`src/salb_pkg.sv`:
```
`timescale 1ns / 1ps

package salb_pkg;

   localparam int LIST_CAPACITY_DEFAULT = 124;
   localparam int SLOT_COUNT_DEFAULT    = 32;

   localparam int SLOT_WIDTH   = 5;
   localparam int BYTE_WIDTH   = 8;
   localparam int COUNT_WIDTH  = 7;
   localparam int CODE_WIDTH   = 9;
   localparam int COORD_WIDTH  = 9;
   localparam int COLOR_WIDTH  = 4;
   localparam int COLUMN_WIDTH = 2;
   localparam int LIMIT_WIDTH  = SLOT_WIDTH + 1;

   localparam int COLUMN_STEP    = 16;
   localparam int COLUMN_SHIFT   = $clog2(COLUMN_STEP);
   localparam int SCREEN_WIDTH   = 224;
   localparam int SCREEN_LIMIT_Y = 288;
   localparam int X_BIAS         = 16;
   localparam int Y_BASE         = 256;
   localparam int X_LIMIT_RAW    = SCREEN_WIDTH + X_BIAS;

   localparam int LEFT_SLOT_FIRST = 8;
   localparam int LEFT_SLOT_END   = 16;
   localparam int RIGHT_SLOT_END  = 8;

   localparam int ATTR_FOUR_BIT = 7;
   localparam int ATTR_TWO_BIT  = 6;
   localparam int ATTR_CODE_BIT = 5;
   localparam int ATTR_Y_BIT    = 4;
   localparam int CODE_BANK_BIT = 7;

   localparam logic [COLUMN_WIDTH-1:0] LAST_COLUMN_ONE  = 2'd0;
   localparam logic [COLUMN_WIDTH-1:0] LAST_COLUMN_TWO  = 2'd1;
   localparam logic [COLUMN_WIDTH-1:0] LAST_COLUMN_FOUR = 2'd3;

   typedef struct packed {
      logic [SLOT_WIDTH-1:0] slot_index;
      logic [BYTE_WIDTH-1:0] code_byte;
      logic [BYTE_WIDTH-1:0] attribute_byte;
      logic [BYTE_WIDTH-1:0] horizontal_byte;
      logic [BYTE_WIDTH-1:0] vertical_byte;
   } entry_type;

   typedef struct packed {
      logic [COUNT_WIDTH-1:0]        slot;
      logic [BYTE_WIDTH-1:0]         code;
      logic                          bank;
      logic [COLOR_WIDTH-1:0]        color;
      logic signed [COORD_WIDTH-1:0] x;
      logic [COORD_WIDTH-1:0]        y;
      logic                          left;
      logic                          right;
      logic [COLUMN_WIDTH-1:0]       last_column;
   } descriptor_type;

endpackage

```
`src/salb_decode.sv`:
```
`timescale 1ns / 1ps

module salb_decode #(
   parameter int LIST_CAPACITY = salb_pkg::LIST_CAPACITY_DEFAULT,
   parameter int SLOT_COUNT    = salb_pkg::SLOT_COUNT_DEFAULT
) (
   input  salb_pkg::entry_type                    entry,
   input  logic [salb_pkg::COUNT_WIDTH-1:0]       count,
   output logic                                   live,
   output salb_pkg::descriptor_type               descriptor,
   output logic [salb_pkg::COUNT_WIDTH-1:0]       count_next
);

   logic [salb_pkg::COUNT_WIDTH-1:0]  base;
   logic                              slot_ok;
   logic                              room;
   logic                              used;
   logic                              x_ok;
   logic                              y_ok;
   logic [salb_pkg::COORD_WIDTH:0]    y_wide;
   logic [3:1]                        fits;
   logic [salb_pkg::COLUMN_WIDTH-1:0] wanted;
   logic [salb_pkg::COLUMN_WIDTH-1:0] last_column;

   always_comb begin
      base    = (entry.slot_index == '0) ? '0 : count;
      slot_ok = {1'b0, entry.slot_index} < salb_pkg::LIMIT_WIDTH'(SLOT_COUNT);
      room    = base < salb_pkg::COUNT_WIDTH'(LIST_CAPACITY);
      used    = (entry.horizontal_byte != '0) && (entry.vertical_byte != '0);
      x_ok    = {1'b0, entry.horizontal_byte} < 9'(salb_pkg::X_LIMIT_RAW);
      y_wide  = 10'(salb_pkg::Y_BASE)
              + {1'b0, entry.attribute_byte[salb_pkg::ATTR_Y_BIT], 8'b0}
              - {2'b0, entry.vertical_byte};
      y_ok    = y_wide < 10'(salb_pkg::SCREEN_LIMIT_Y);
      for (int k = 1; k <= 3; k++) begin
         fits[k] = {1'b0, entry.horizontal_byte} + 9'(salb_pkg::COLUMN_STEP * k)
                 < 9'(salb_pkg::X_LIMIT_RAW);
      end
      if (entry.attribute_byte[salb_pkg::ATTR_FOUR_BIT]) begin
         wanted = salb_pkg::LAST_COLUMN_FOUR;
      end else if (entry.attribute_byte[salb_pkg::ATTR_TWO_BIT]) begin
         wanted = salb_pkg::LAST_COLUMN_TWO;
      end else begin
         wanted = salb_pkg::LAST_COLUMN_ONE;
      end
      priority if (wanted >= 2'd1 && !fits[1]) begin
         last_column = 2'd0;
      end else if (wanted >= 2'd2 && !fits[2]) begin
         last_column = 2'd1;
      end else if (wanted == 2'd3 && !fits[3]) begin
         last_column = 2'd2;
      end else begin
         last_column = wanted;
      end
      live       = slot_ok && room && used && x_ok && y_ok;
      count_next = live ? salb_pkg::COUNT_WIDTH'(base + last_column + 1'b1) : base;

      descriptor.slot        = base;
      descriptor.code        = {entry.attribute_byte[salb_pkg::ATTR_CODE_BIT],
                                entry.code_byte[6:0]};
      descriptor.bank        = entry.code_byte[salb_pkg::CODE_BANK_BIT];
      descriptor.color       = entry.attribute_byte[salb_pkg::COLOR_WIDTH-1:0];
      descriptor.x           = $signed({1'b0, entry.horizontal_byte} - 9'(salb_pkg::X_BIAS));
      descriptor.y           = y_wide[salb_pkg::COORD_WIDTH-1:0];
      descriptor.left        = (entry.slot_index >= 5'(salb_pkg::LEFT_SLOT_FIRST))
                            && (entry.slot_index < 5'(salb_pkg::LEFT_SLOT_END));
      descriptor.right       = entry.slot_index < 5'(salb_pkg::RIGHT_SLOT_END);
      descriptor.last_column = last_column;
   end

endmodule

```
`src/salb_emit.sv`:
```
`timescale 1ns / 1ps

module salb_emit (
   input  logic                                   clock,
   input  logic                                   reset,
   input  logic                                   load,
   input  salb_pkg::descriptor_type               load_descriptor,
   output logic                                   free,
   output logic                                   rsp_valid,
   input  logic                                   rsp_stall,
   output logic [salb_pkg::COUNT_WIDTH-1:0]       rsp_descriptor_slot,
   output logic [salb_pkg::CODE_WIDTH-1:0]        rsp_pattern_code,
   output logic                                   rsp_pattern_bank,
   output logic [salb_pkg::COLOR_WIDTH-1:0]       rsp_color_group,
   output logic signed [salb_pkg::COORD_WIDTH-1:0] rsp_x_position,
   output logic [salb_pkg::COORD_WIDTH-1:0]       rsp_y_position,
   output logic                                   rsp_limit_left_region,
   output logic                                   rsp_limit_right_region,
   output logic                                   rsp_last_of_entry
);

   logic                              valid_ff;
   logic                              valid_in;
   logic [salb_pkg::COLUMN_WIDTH-1:0] column_ff;
   logic [salb_pkg::COLUMN_WIDTH-1:0] column_in;
   salb_pkg::descriptor_type          desc_ff;
   salb_pkg::descriptor_type          desc_in;
   logic                              final_column;
   logic                              take;

   always_comb begin
      final_column = column_ff == desc_ff.last_column;
      take         = valid_ff && !rsp_stall;
      free         = !valid_ff || (take && final_column);
      valid_in     = load ? 1'b1 : (free ? 1'b0 : valid_ff);
      column_in    = load ? '0 : (take ? column_ff + 1'b1 : column_ff);
      desc_in      = load ? load_descriptor : desc_ff;
   end

   always_ff @(posedge clock) begin
      if (reset) begin
         valid_ff <= 1'b0;
      end else begin
         valid_ff <= valid_in;
      end
   end

   always_ff @(posedge clock) begin
      column_ff <= column_in;
      desc_ff   <= desc_in;
   end

   always_comb begin
      rsp_valid              = valid_ff;
      rsp_descriptor_slot    = desc_ff.slot + salb_pkg::COUNT_WIDTH'(column_ff);
      rsp_pattern_code       = salb_pkg::CODE_WIDTH'(desc_ff.code)
                             + salb_pkg::CODE_WIDTH'(column_ff);
      rsp_pattern_bank       = desc_ff.bank;
      rsp_color_group        = desc_ff.color;
      rsp_x_position         = desc_ff.x + $signed(salb_pkg::COORD_WIDTH'(column_ff)
                                                   << salb_pkg::COLUMN_SHIFT);
      rsp_y_position         = desc_ff.y;
      rsp_limit_left_region  = desc_ff.left;
      rsp_limit_right_region = desc_ff.right;
      rsp_last_of_entry      = final_column;
   end

endmodule

```
`src/sprite_attribute_list_builder.sv`:
```
`timescale 1ns / 1ps
// A word is taken into the input register and decoded on its way into the result register.
// Its first descriptor shows once the result register loads it; an unstalled edge takes it.
// The result register sends one descriptor a cycle unless rsp_stall holds it; a word yields one
// to four descriptors; a word that yields nothing leaves the input register and loads nothing.
// Synchronous reset clears the valid flags and the descriptor count; no other start-up is needed.

module sprite_attribute_list_builder #(
   parameter int LIST_CAPACITY = salb_pkg::LIST_CAPACITY_DEFAULT,
   parameter int SLOT_COUNT    = salb_pkg::SLOT_COUNT_DEFAULT
) (
   input  logic                                   clock,
   input  logic                                   reset,
   input  logic                                   req_valid,
   output logic                                   req_stall,
   input  logic [salb_pkg::SLOT_WIDTH-1:0]        req_slot_index,
   input  logic [salb_pkg::BYTE_WIDTH-1:0]        req_code_byte,
   input  logic [salb_pkg::BYTE_WIDTH-1:0]        req_attribute_byte,
   input  logic [salb_pkg::BYTE_WIDTH-1:0]        req_horizontal_byte,
   input  logic [salb_pkg::BYTE_WIDTH-1:0]        req_vertical_byte,
   output logic                                   rsp_valid,
   input  logic                                   rsp_stall,
   output logic [salb_pkg::COUNT_WIDTH-1:0]       rsp_descriptor_slot,
   output logic [salb_pkg::CODE_WIDTH-1:0]        rsp_pattern_code,
   output logic                                   rsp_pattern_bank,
   output logic [salb_pkg::COLOR_WIDTH-1:0]       rsp_color_group,
   output logic signed [salb_pkg::COORD_WIDTH-1:0] rsp_x_position,
   output logic [salb_pkg::COORD_WIDTH-1:0]       rsp_y_position,
   output logic                                   rsp_limit_left_region,
   output logic                                   rsp_limit_right_region,
   output logic                                   rsp_last_of_entry
);

   logic                             entry_valid_ff;
   logic                             entry_valid_in;
   salb_pkg::entry_type              entry_ff;
   salb_pkg::entry_type              entry_in;
   logic [salb_pkg::COUNT_WIDTH-1:0] count_ff;
   logic [salb_pkg::COUNT_WIDTH-1:0] count_in;
   logic [salb_pkg::COUNT_WIDTH-1:0] count_next;
   logic                             live;
   salb_pkg::descriptor_type         descriptor;
   logic                             free;
   logic                             accept;
   logic                             move;

   salb_decode #(
      .LIST_CAPACITY(LIST_CAPACITY),
      .SLOT_COUNT   (SLOT_COUNT)
   ) u_decode (
      .entry     (entry_ff),
      .count     (count_ff),
      .live      (live),
      .descriptor(descriptor),
      .count_next(count_next)
   );

   salb_emit u_emit (
      .clock                 (clock),
      .reset                 (reset),
      .load                  (move && live),
      .load_descriptor       (descriptor),
      .free                  (free),
      .rsp_valid             (rsp_valid),
      .rsp_stall             (rsp_stall),
      .rsp_descriptor_slot   (rsp_descriptor_slot),
      .rsp_pattern_code      (rsp_pattern_code),
      .rsp_pattern_bank      (rsp_pattern_bank),
      .rsp_color_group       (rsp_color_group),
      .rsp_x_position        (rsp_x_position),
      .rsp_y_position        (rsp_y_position),
      .rsp_limit_left_region (rsp_limit_left_region),
      .rsp_limit_right_region(rsp_limit_right_region),
      .rsp_last_of_entry     (rsp_last_of_entry)
   );

   always_comb begin
      move           = entry_valid_ff && free;
      req_stall      = entry_valid_ff && !free;
      accept         = req_valid && !req_stall;
      entry_valid_in = accept ? 1'b1 : (move ? 1'b0 : entry_valid_ff);
      count_in       = move ? count_next : count_ff;
      if (accept) begin
         entry_in.slot_index      = req_slot_index;
         entry_in.code_byte       = req_code_byte;
         entry_in.attribute_byte  = req_attribute_byte;
         entry_in.horizontal_byte = req_horizontal_byte;
         entry_in.vertical_byte   = req_vertical_byte;
      end else begin
         entry_in = entry_ff;
      end
   end

   always_ff @(posedge clock) begin
      if (reset) begin
         entry_valid_ff <= 1'b0;
         count_ff       <= '0;
      end else begin
         entry_valid_ff <= entry_valid_in;
         count_ff       <= count_in;
      end
   end

   always_ff @(posedge clock) begin
      entry_ff <= entry_in;
   end

endmodule

```
`config.mk`:
```
export PLATFORM = sky130hd
export DESIGN_NAME = sprite_attribute_list_builder
export DESIGN_NICKNAME = d
export VERILOG_FILES = /design/src/salb_pkg.sv /design/src/salb_decode.sv /design/src/salb_emit.sv /design/src/sprite_attribute_list_builder.sv
export SDC_FILE = /design/constraint.sdc
export NUM_CORES = 1
export LEC_CHECK = 0
export BUFFER_PORTS_ARGS = -buffer_cell sky130_fd_sc_hd__buf_2
export CORE_MARGIN = 2
export CORE_UTILIZATION = 54
export CTS_BUF_LIST = sky130_fd_sc_hd__clkbuf_4 sky130_fd_sc_hd__clkbuf_8 sky130_fd_sc_hd__clkbuf_16
export CTS_CLUSTER_DIAMETER = 200
export CTS_CLUSTER_SIZE = 28
export DETAILED_ROUTE_END_ITERATION = 10
export PLACE_DENSITY = 0.89
export SLEW_MARGIN = 20
export SYNTH_ARGS = -nofsm -noshare
export SYNTH_HDL_FRONTEND = slang
export SYNTH_SLANG_ARGS = --single-unit
export TNS_END_PERCENT = 100
```
`constraint.sdc`:
```
create_clock -name clock -period 3.9 [get_ports clock]
set_input_delay 0.195 -clock clock [delete_from_list [all_inputs] [get_ports clock]]
set_output_delay 0.195 -clock clock [all_outputs]
set_load 0.1 [all_outputs]
```
======== Word level (Yosys, flattened, before mapping) ========
Index checks and enable logic that the tools add are counted.
word-level totals
  register bits after elaboration ......... 90
  output and inout port bits .............. 44
  logic and storage cells ................. 81
cells by class
  add/sub/neg operators ................... 12
  order comparisons ....................... 11
  equality and inequality tests ........... 2
  multiplexer cells ....................... 11
  reductions and logical operators ........ 27
operators by type and width
  kind                    number
  $lt A9 B8 Y1 const B    3
  $add A8 B6 Y9 const B   2
  $reduce_bool A8 Y1      2
  $add A7 B2 Y7           2
  $logic_and A1 B1 Y1     14
  $mux W7                 2
  $add A9 B9 Y10 const A  1
  $lt A10 B9 Y1 const B   1
  $sub A10 B8 Y10         1
  $add A8 B2 Y9           1
  $add A8 B5 Y9 const B   1
  $add A9 B7 Y9           1
  $sub A8 B5 Y9 const B   1
  $lt A8 B8 Y1 const B    1
  $mux W2                 4
  $add A7 B1 Y7 const B   1
  $logic_not A1 Y1        7
  $lt A7 B7 Y1 const B    1
  $ge A5 B4 Y1 const B    1
  $logic_not A5 Y1        1
  $lt A5 B4 Y1 const B    1
  $lt A5 B5 Y1 const B    1
  $mux W1                 5
  $reduce_bool A2 Y1      2
  6 further kinds         6

======== Logic depth before layout (Yosys ltp) ========
Gate-level depths: netlist (run 1).
  depth after elaboration ................. 10
  mapped depth ............................ 13

======== Cells and area by module ========
From an unflattened synthesis (run 1), not the netlist that was laid out.
second synthesis, totals
  cell total of the unflattened synthesis .. 308
  area total of the unflattened synthesis .. 4204.0 um^2
by module, submodules not included
  module                         times used  cells each  area an instance (um^2)
  salb_emit                      1           125         1938.1
  sprite_attribute_list_builder  1           72          1461.4
  salb_decode                    1           111         804.5

======== Worst setup path after synthesis (run 1) ========
OpenSTA, ideal clock, no wires.
  path type ............................... reg-to-reg
  start ................................... register u_emit.valid_ff (netlist: u_emit.rsp_valid)
  end ..................................... register entry_ff[0] (netlist bit), enable pin
  setup time .............................. 0.431 ns
  arrival ................................. 3.076 ns
  data required time ...................... 3.469 ns
  slack ................................... 0.393 ns
  cell stages (with the launch flop) ...... 4
  cells stage by stage .................... dfxtp_1 > o211ai_1 > inv_1 > nor2_1
on the way
  longest elaborated chain between the ends .. 7
  elaborated cells on any way between the ends .. 8
ends and longest elaborated chain
  element                 line                                  RTL
  start, declared         salb_emit.sv:22                       logic valid_ff;
  start signal, assigned  salb_emit.sv:44                       valid_ff <= valid_in;
  $logic_and A1 B1 Y1     salb_emit.sv:33                       take = valid_ff && !rsp_stall;
  $logic_and A1 B1 Y1     salb_emit.sv:34                       free = !valid_ff || (take && final_column);
  $logic_or A1 B1 Y1 *    salb_emit.sv:34
  $logic_not A1 Y1 *      sprite_attribute_list_builder.sv:79   req_stall = entry_valid_ff && !free;
  $logic_and A1 B1 Y1 *   sprite_attribute_list_builder.sv:79
  net req_stall           sprite_attribute_list_builder.sv:15   output logic req_stall,
  $logic_not A1 Y1 *      sprite_attribute_list_builder.sv:80   accept = req_valid && !req_stall;
  $logic_and A1 B1 Y1 *   sprite_attribute_list_builder.sv:80
  net accept              sprite_attribute_list_builder.sv:44   logic accept;
  end signal, assigned    sprite_attribute_list_builder.sv:105  entry_ff <= entry_in;
  end, declared           sprite_attribute_list_builder.sv:36   salb_pkg::entry_type entry_ff;
The timed path passes the listed nets; every way through them passes the cells marked *.
A chain may end at the register's enable or synchronous reset.

======== Worst setup path after layout (run 1) ========
  start ................................... register entry_ff[0] (netlist bit)
  end ..................................... register u_emit.desc_ff[16] (netlist bit), enable pin
on the way
  longest elaborated chain between the ends .. 6
  elaborated cells on any way between the ends .. 8
ends and longest elaborated chain
  element                                                  line                                 RTL
  branches (longest 4 deep; another with $sub A10 B8 Y10)  -
  $logic_and A1 B1 Y1 *                                    salb_decode.sv:55                    live = slot_ok && room && used && x_ok && y_ok;
  $logic_and A1 B1 Y1 *                                    sprite_attribute_list_builder.sv:61  .load (move && live),
  net u_emit.load                                          salb_emit.sv:6                       input logic load,
  end signal, assigned                                     salb_emit.sv:50                      desc_ff <= desc_in;
  end, declared                                            salb_emit.sv:26                      salb_pkg::descriptor_type desc_ff;
Mark *: on every way through the listed nets, which the timed path passes.

==> out/qor.yml, run 1 <==
final_layout:
  final_util_pct: 64.2
  drive_gt1_share_pct: 28.6
  layout.nets: 438
  fin_area_mm2: 0.00468
  antenna_cells: 0
  syn_to_final_growth_pct: 14.7
  fill_cells: 559
clock_tree:
  cts_root_buf: "clkbuf_8"
  clk_pin_slew_ns: 0.10
  cts-buffers-inserted: 9
  insertion_delay_ns: 0.35
  cts_resized: 0
  cts_setup_buffers: 0
  h-tree-depth: 3
  clock-sinks: 90
  cts_tree: "yes"
  cts.path.max_buffers: 2
  holdBufCountCts: 0
synthesis:
  synth-main-ff-cell: "edfxtp_1"
  async_reset_ff_share_pct: 0
  ys_seq_area_share_pct: 63.6
  synth_top_area_share_pct: 58.2
  synthCells: 305
  ys_top_cells_by_area: "edfxtp_1, dfxtp_1, xnor2_1, ha_1, buf_4"
  yosys.area.top_type: "edfxtp_1"
  avgSynthCellArea_um2: 13.4
  yosysUniqueCellTypes: 49
  synth.cell_area_mm2: 0.00408
  synth_fp_nets: 363
  ys_ff_latch: 90
  synth_edf_count: 79
  yosys_warnings: 0
place:
  place_hpwl_um: 5240
  port_buffers: 84
  gp_congestion: 0.857
  place_area_mm2: 0.00448
floorplanning:
  initial_core_util_pct: 55.9
  ios: 85
  core_mm2: 0.00729
  num_rows: 31
  die_h_um: 90.9
  die_w_um: 90.9
  dieArea_mm2: 0.00826
sta:
  setup_violations: 0
  worst_slew_pin_slew_ns: 1.01
  relSlewSlack_pct: 32.7
  fmax_ghz: 0.327
  slew_violations: 0
  fin_skew_ns: 0.0134
  finalHoldViolCount: 0
  finalCriticalPeriod_ns: 3.06
  grt_setup_unrepaired: "no"
  fin_tns_setup_ns: 0
  min_period_over_period_pct: 78.4
  whs_ns: 0.00881
run_status:
  status: "completed"
global_route:
  antenna_found_initial: 0
  grt_max_degree: 48
  grtUsageTotal_pct: 17.8
  overflow: 0
  grt_pass1_vias: 2508
  grt_pass1_wl_um: 11700
critical_path:
  crit_path_start_kind: "register"
  cp-end-kind: "register"
  worstPathRequired_ns: 3.87
  path_class: "register to register"
  worst-endpoint-arrival_ns: 3.03
  crit_path_max_fanout: 47
run:
  drv_cap: 0
detailed_routing:
  viasPerCell: 5.21
  num_vias: 2522
  initialDrtViolationCount: 128
  drtPass1Iterations: 4
  wl_um: 7030
  drcViolationCount: 0
  wl_per_cell_um: 14.5
  ant_nets: 0
pwr:
  p_comb_share_pct: 33.0
  swShare_pct: 41.1
  p_int_mw: 1.59
  p_sw_mw: 1.11
  powerDensity_mw_per_mm2: 577
  p_clk_share_pct: 23.4
  total_leakage_power_nw: 1.88
  seqPwrFrac_pct: 43.6
  vdd_drop_max_mv: 0.326
hold_path:
  hp-class: "input pin to register"
-- power by group through the flow --
stage | Sequential (mW) | Clock [mW] | Combinational [mW]
2_1_floorplan | 1.20 | 0 | 0.758
3_3_place_gp | 1.19 | 0 | 0.871
3_5_place_dp | 1.20 | 0 | 0.890
4_1_cts | 1.18 | 0.643 | 0.891
5_1_grt | 1.18 | 0.676 | 0.936
6_report | 1.18 | 0.632 | 0.891
-- routing by layer --
layer,routed length (um),GRT usage (%),share of wire [%],up-vias
met5,0,0,0,-
met4,115,7.45,1.6,0
met3,444,3.26,6.3,12
met2,3540,29.9,50,97
met1,2930,22.9,42,1192
li1,-,-,-,1221
-- area by class of cell --
type / count / area (um2) / share of cell area, %
Inverter: 28 / 105 / 2.25
Multi-Input combinational cell: 167 / 1240 / 26.4
Clock buffer: 9 / 124 / 2.65
Clock inverter: 7 / 76.3 / 1.63
Tap cell: 99 / 124 / 2.65
Timing Repair Buffer: 84 / 420 / 8.99
Sequential cell: 90 / 2590 / 55.4
-- critical path: stages (launching register included) --
cell and delay, ns:
edfxtp_1 0.39, inv_1 0.06, ha_1 0.17, ha_1 0.21, or3b_4 0.43, nor4b_4 0.28
o31a_1 0.31, nand3_2 0.13, inv_2 0.70
-- kinds of logic after synthesis --
logic type | synth area share [%]
adders and majority gates | 6.20
buffers and inverters | 6.29
muxes | 0.522
and+or+nand+nor | 12.2
AOI/OAI and AO/OA | 5.65
xor gates and xnor gates | 5.58
DFF | 63.6
-- state kept, by name, indices dropped and copies added (netlist names) --
name	cells
u_emit.rsp_valid	1
u_emit.rsp_pattern_bank	1
entry_ff	37
u_emit.desc_ff	26
u_emit.rsp_color_group	4
entry_valid_ff	1
u_emit.rsp_y_position	9
u_emit.rsp_limit_right_region	1
u_emit.rsp_limit_left_region	1
u_emit.column_ff	2
count_ff	7
-- layout by cell type (no fill, tap or decap), types with 2 or more instances in the layout --
cell | synthesis | final
nand3b_1 | 2 | 2
xor2_1 | 6 | 6
edfxtp_1 | 79 | 79
xnor2_1 | 20 | 20
dfxtp_1 | 11 | 11
and3_1 | 3 | 3
and2_1 | 7 | 7
inv_1 | 27 | 27
a31oi_1 | 4 | 4
ha_1 | 13 | 13
buf_2 | 0 | 84
nor3_1 | 5 | 5
a21o_1 | 3 | 3
a31o_2 | 2 | 2
a21oi_1 | 7 | 7
a221o_1 | 2 | 2
clkinv_4 | 0 | 2
nand2b_1 | 2 | 2
o31ai_1 | 2 | 2
nor4_1 | 4 | 4
fa_1 | 4 | 4
o21ai_0 | 2 | 2
nor2_1 | 16 | 15
nand2_1 | 20 | 20
o211ai_1 | 3 | 3
nand4_1 | 4 | 4
nand3_1 | 7 | 7
nor3b_1 | 5 | 5
clkbuf_8 | 0 | 9
nor2b_1 | 7 | 7
-- synth_stat cells (2+ instances only) --
master    instances
edfxtp_1         79
inv_1            27
nand2_1          20
xnor2_1          20
buf_4            17
nor2_1           16
ha_1             13
dfxtp_1          11
a21oi_1           7
and2_1            7
nand3_1           7
nor2b_1           7
xor2_1            6
nor3_1            5
nor3b_1           5
a31oi_1           4
fa_1              4
nand4_1           4
nor4_1            4
a21o_1            3
and3_1            3
o211ai_1          3
a221o_1           2
a31o_2            2
nand2b_1          2
nand3b_1          2
o21ai_0           2
o31ai_1           2
-- per-stage QoR --
stage,instances,setup WS [ns],power (mW)
4_1_cts,484,0.850,2.71
2_1_floorplan,305,0.393,1.96
5_1_grt,484,0.630,2.80
3_3_place_gp,468,0.982,2.06
6_report,484,0.844,2.70
3_5_place_dp,468,0.852,2.09
-- worst paths after layout --
check | start | end | cells past startpoint | slack (ns)
worst max-delay path | entry_ff[0] | u_emit.desc_ff[16] | 8 | 0.84
worst min-delay path | req_code_byte[7] | entry_ff[31] | 1 | 0.009
worst min register to register | entry_ff[27] | u_emit.desc_ff[30] | 0 | 0.43
worst max register to register | entry_ff[0] | u_emit.desc_ff[16] | 8 | 0.84
(Power assumes the default switching activity.)
==> inputs of run 2 (changes only) <==
clock period = 3.2 ns   (was 3.9 ns; I/O delays follow)
==> run 2 against run 1 <==
Utilization rose by 6.1 points. Sequential share of layout area fell by 4.8 points. First-iteration DRC count rose by 13%. Count of clock-buffer cells in the layout rose by 1. Largest cell class unchanged.
==> out/qor.yml, run 2 (synthesis results as in run 1) <==
clock_tree:
  clk_pin_slew_ns: 0.10
  clock-sinks: 90
  cts.path.max_buffers: 2
  h-tree-depth: 3
  cts-buffers-inserted: 9
  insertion_delay_ns: 0.37
  cts_root_buf: "clkbuf_8"
  cts_tree: "yes"
final_layout:
  layout.nets: 481
  layout_common_cells: "buf_2, edfxtp_1, dlygate4sd3_1"
  multi_input_area_mm2: 0.00125
  drive_gt1_share_pct: 27.8
  antenna_cells: 0
  top_register: "entry_ff"
  syn_to_final_growth_pct: 25.7
  layout.area.seq_mm2: 0.00259
  final_util_pct: 70.3
  fill_cells: 519
  largest_reg_flops: 37
  layout_commonest_cell: "buf_2"
pwr:
  total_leakage_power_nw: 2.07
  p_comb_share_pct: 33.7
  vdd_drop_max_mv: 0.392
  p_clk_share_pct: 23.8
  p_int_mw: 1.99
  powerDensity_mw_per_mm2: 659
  swShare_pct: 41.0
  p_sw_mw: 1.39
  seqPwrFrac_pct: 42.4
critical_path:
  path_buf_inv: 2
  crit_top_cell: "inv_1"
  path_depth: 13
  worstSetupStartpoint: "entry_ff[12]"
  cp-end-kind: "register"
  worst-endpoint-arrival_ns: 3.30
  cp_slowest_cell: "or4_1"
  reg2regPathDepth: 13
  path_class: "register to register"
  reg2reg_from: "entry_ff[12]"
  path_delay_family: "simple AND/OR/NAND/NOR gates"
  rrSetupSlack_ns: 0.18
  worstPathRequired_ns: 3.49
  crit_path_max_fanout: 5
  path_cells: "inv_1 > ha_4 > inv_1 > nor2_1 > maj3_1 > nand2_1 > o211ai_1 > ha_1 > nand2b_1 > a21oi_1 > nand3_1 > or4_1 > a31oi_1"
  critical-path-max-stage-delay_ns: 0.49
  crit_path_start_kind: "register"
place:
  port_buffers: 84
  place_hpwl_um: 5240
  gp_congestion: 0.877
sta:
  fin_tns_setup_ns: 0
  whs_ns: 0.123
  relSlewSlack_pct: 60.8
  finalHoldViolCount: 0
  fin_skew_ns: 0.0186
  finalCriticalPeriod_ns: 3.02
  min_period_over_period_pct: 94.3
  grt_setup_unrepaired: "no"
  fmax_ghz: 0.331
  setup_violations: 0
  slew_violations: 0
  worst_slew_pin_slew_ns: 0.582
global_route:
  grtUsageTotal_pct: 21.1
  grt_max_degree: 38
  grt_pass1_wl_um: 13400
  antenna_found_initial: 0
  grt_pass1_vias: 2849
  overflow: 0
detailed_routing:
  wl_per_cell_um: 15.7
  drtPass1Iterations: 4
  wl_um: 8300
  ant_nets: 0
  initialDrtViolationCount: 144
  viasPerCell: 5.20
  num_vias: 2738
  drcViolationCount: 0
floorplanning:
  ios: 85
  die_h_um: 90.9
  dieArea_mm2: 0.00826
  core_mm2: 0.00729
  initial_core_util_pct: 55.9
  die_w_um: 90.9
  num_rows: 31
run_status:
  status: "completed"
run:
  drv_cap: 0
hold_path:
  hp-class: "input pin to register"
  hold_depth: 3
  min_from: "req_valid"
[run 2: final cells by class]
class	instances	share of cell area (%)
clock buffers	10	2.56
clock inverters	6	1.46
inverters	28	2.05
multi-input cells	167	24.4
flip-flops and latches	90	50.6
well taps	99	2.42
repair buffers	127	16.5
[run 2: per-stage QoR]
stage	worst slack [ns]	cell area, um2	cells	power (mW)
floorplan	0.166	4080	305	2.39
global placement	0.406	4510	471	2.52
detailed placement	0.285	4510	471	2.55
CTS	0.154	5090	524	3.37
global route	0.0304	5130	527	3.50
finish	0.182	5130	527	3.38
[run 2: worst reg2reg max path, stage by stage (launching register included)]
cell and delay, ns:
edfxtp_1 0.46, inv_1 0.19, ha_4 0.25, inv_1 0.09, nor2_1 0.06, maj3_1 0.35, nand2_1 0.11, o211ai_1 0.10
ha_1 0.21, nand2b_1 0.17, a21oi_1 0.18, nand3_1 0.11, or4_1 0.49, a31oi_1 0.18
[run 2: path summary, 6_finish.rpt]
check                                   end
setup / recovery                count_ff[5]
hold reg to reg   u_emit.rsp_color_group[2]
hold / removal               entry_valid_ff
setup reg to reg                count_ff[5]
[run 2: per-layer routing]
layer  track usage [%]  part of all wire, %  vias up
met5                 0                    0        -
met4              9.22                  2.5        0
met3              5.26                  5.7       19
met2              37.2                   52      115
met1              24.5                   40     1293
li1                  -                    -     1311
[run 2: what timing repair did]
item                                   4_1_cts  5_1_grt
setup endpoints to repair                    0        1
buffers inserted                             0        3
endpoints found under the hold margin       37        0
hold buffers                                37        0
resized for setup                            0        2
[run 2: power by group through the flow]
stage / clock network, mW / registers, mW / logic [mW]
6_report: 0.805 / 1.43 / 1.14
5_1_grt: 0.858 / 1.44 / 1.20
4_1_cts: 0.807 / 1.43 / 1.13
3_5_place_dp: 0 / 1.46 / 1.09
3_3_place_gp: 0 / 1.45 / 1.07
2_1_floorplan: 0 / 1.46 / 0.924
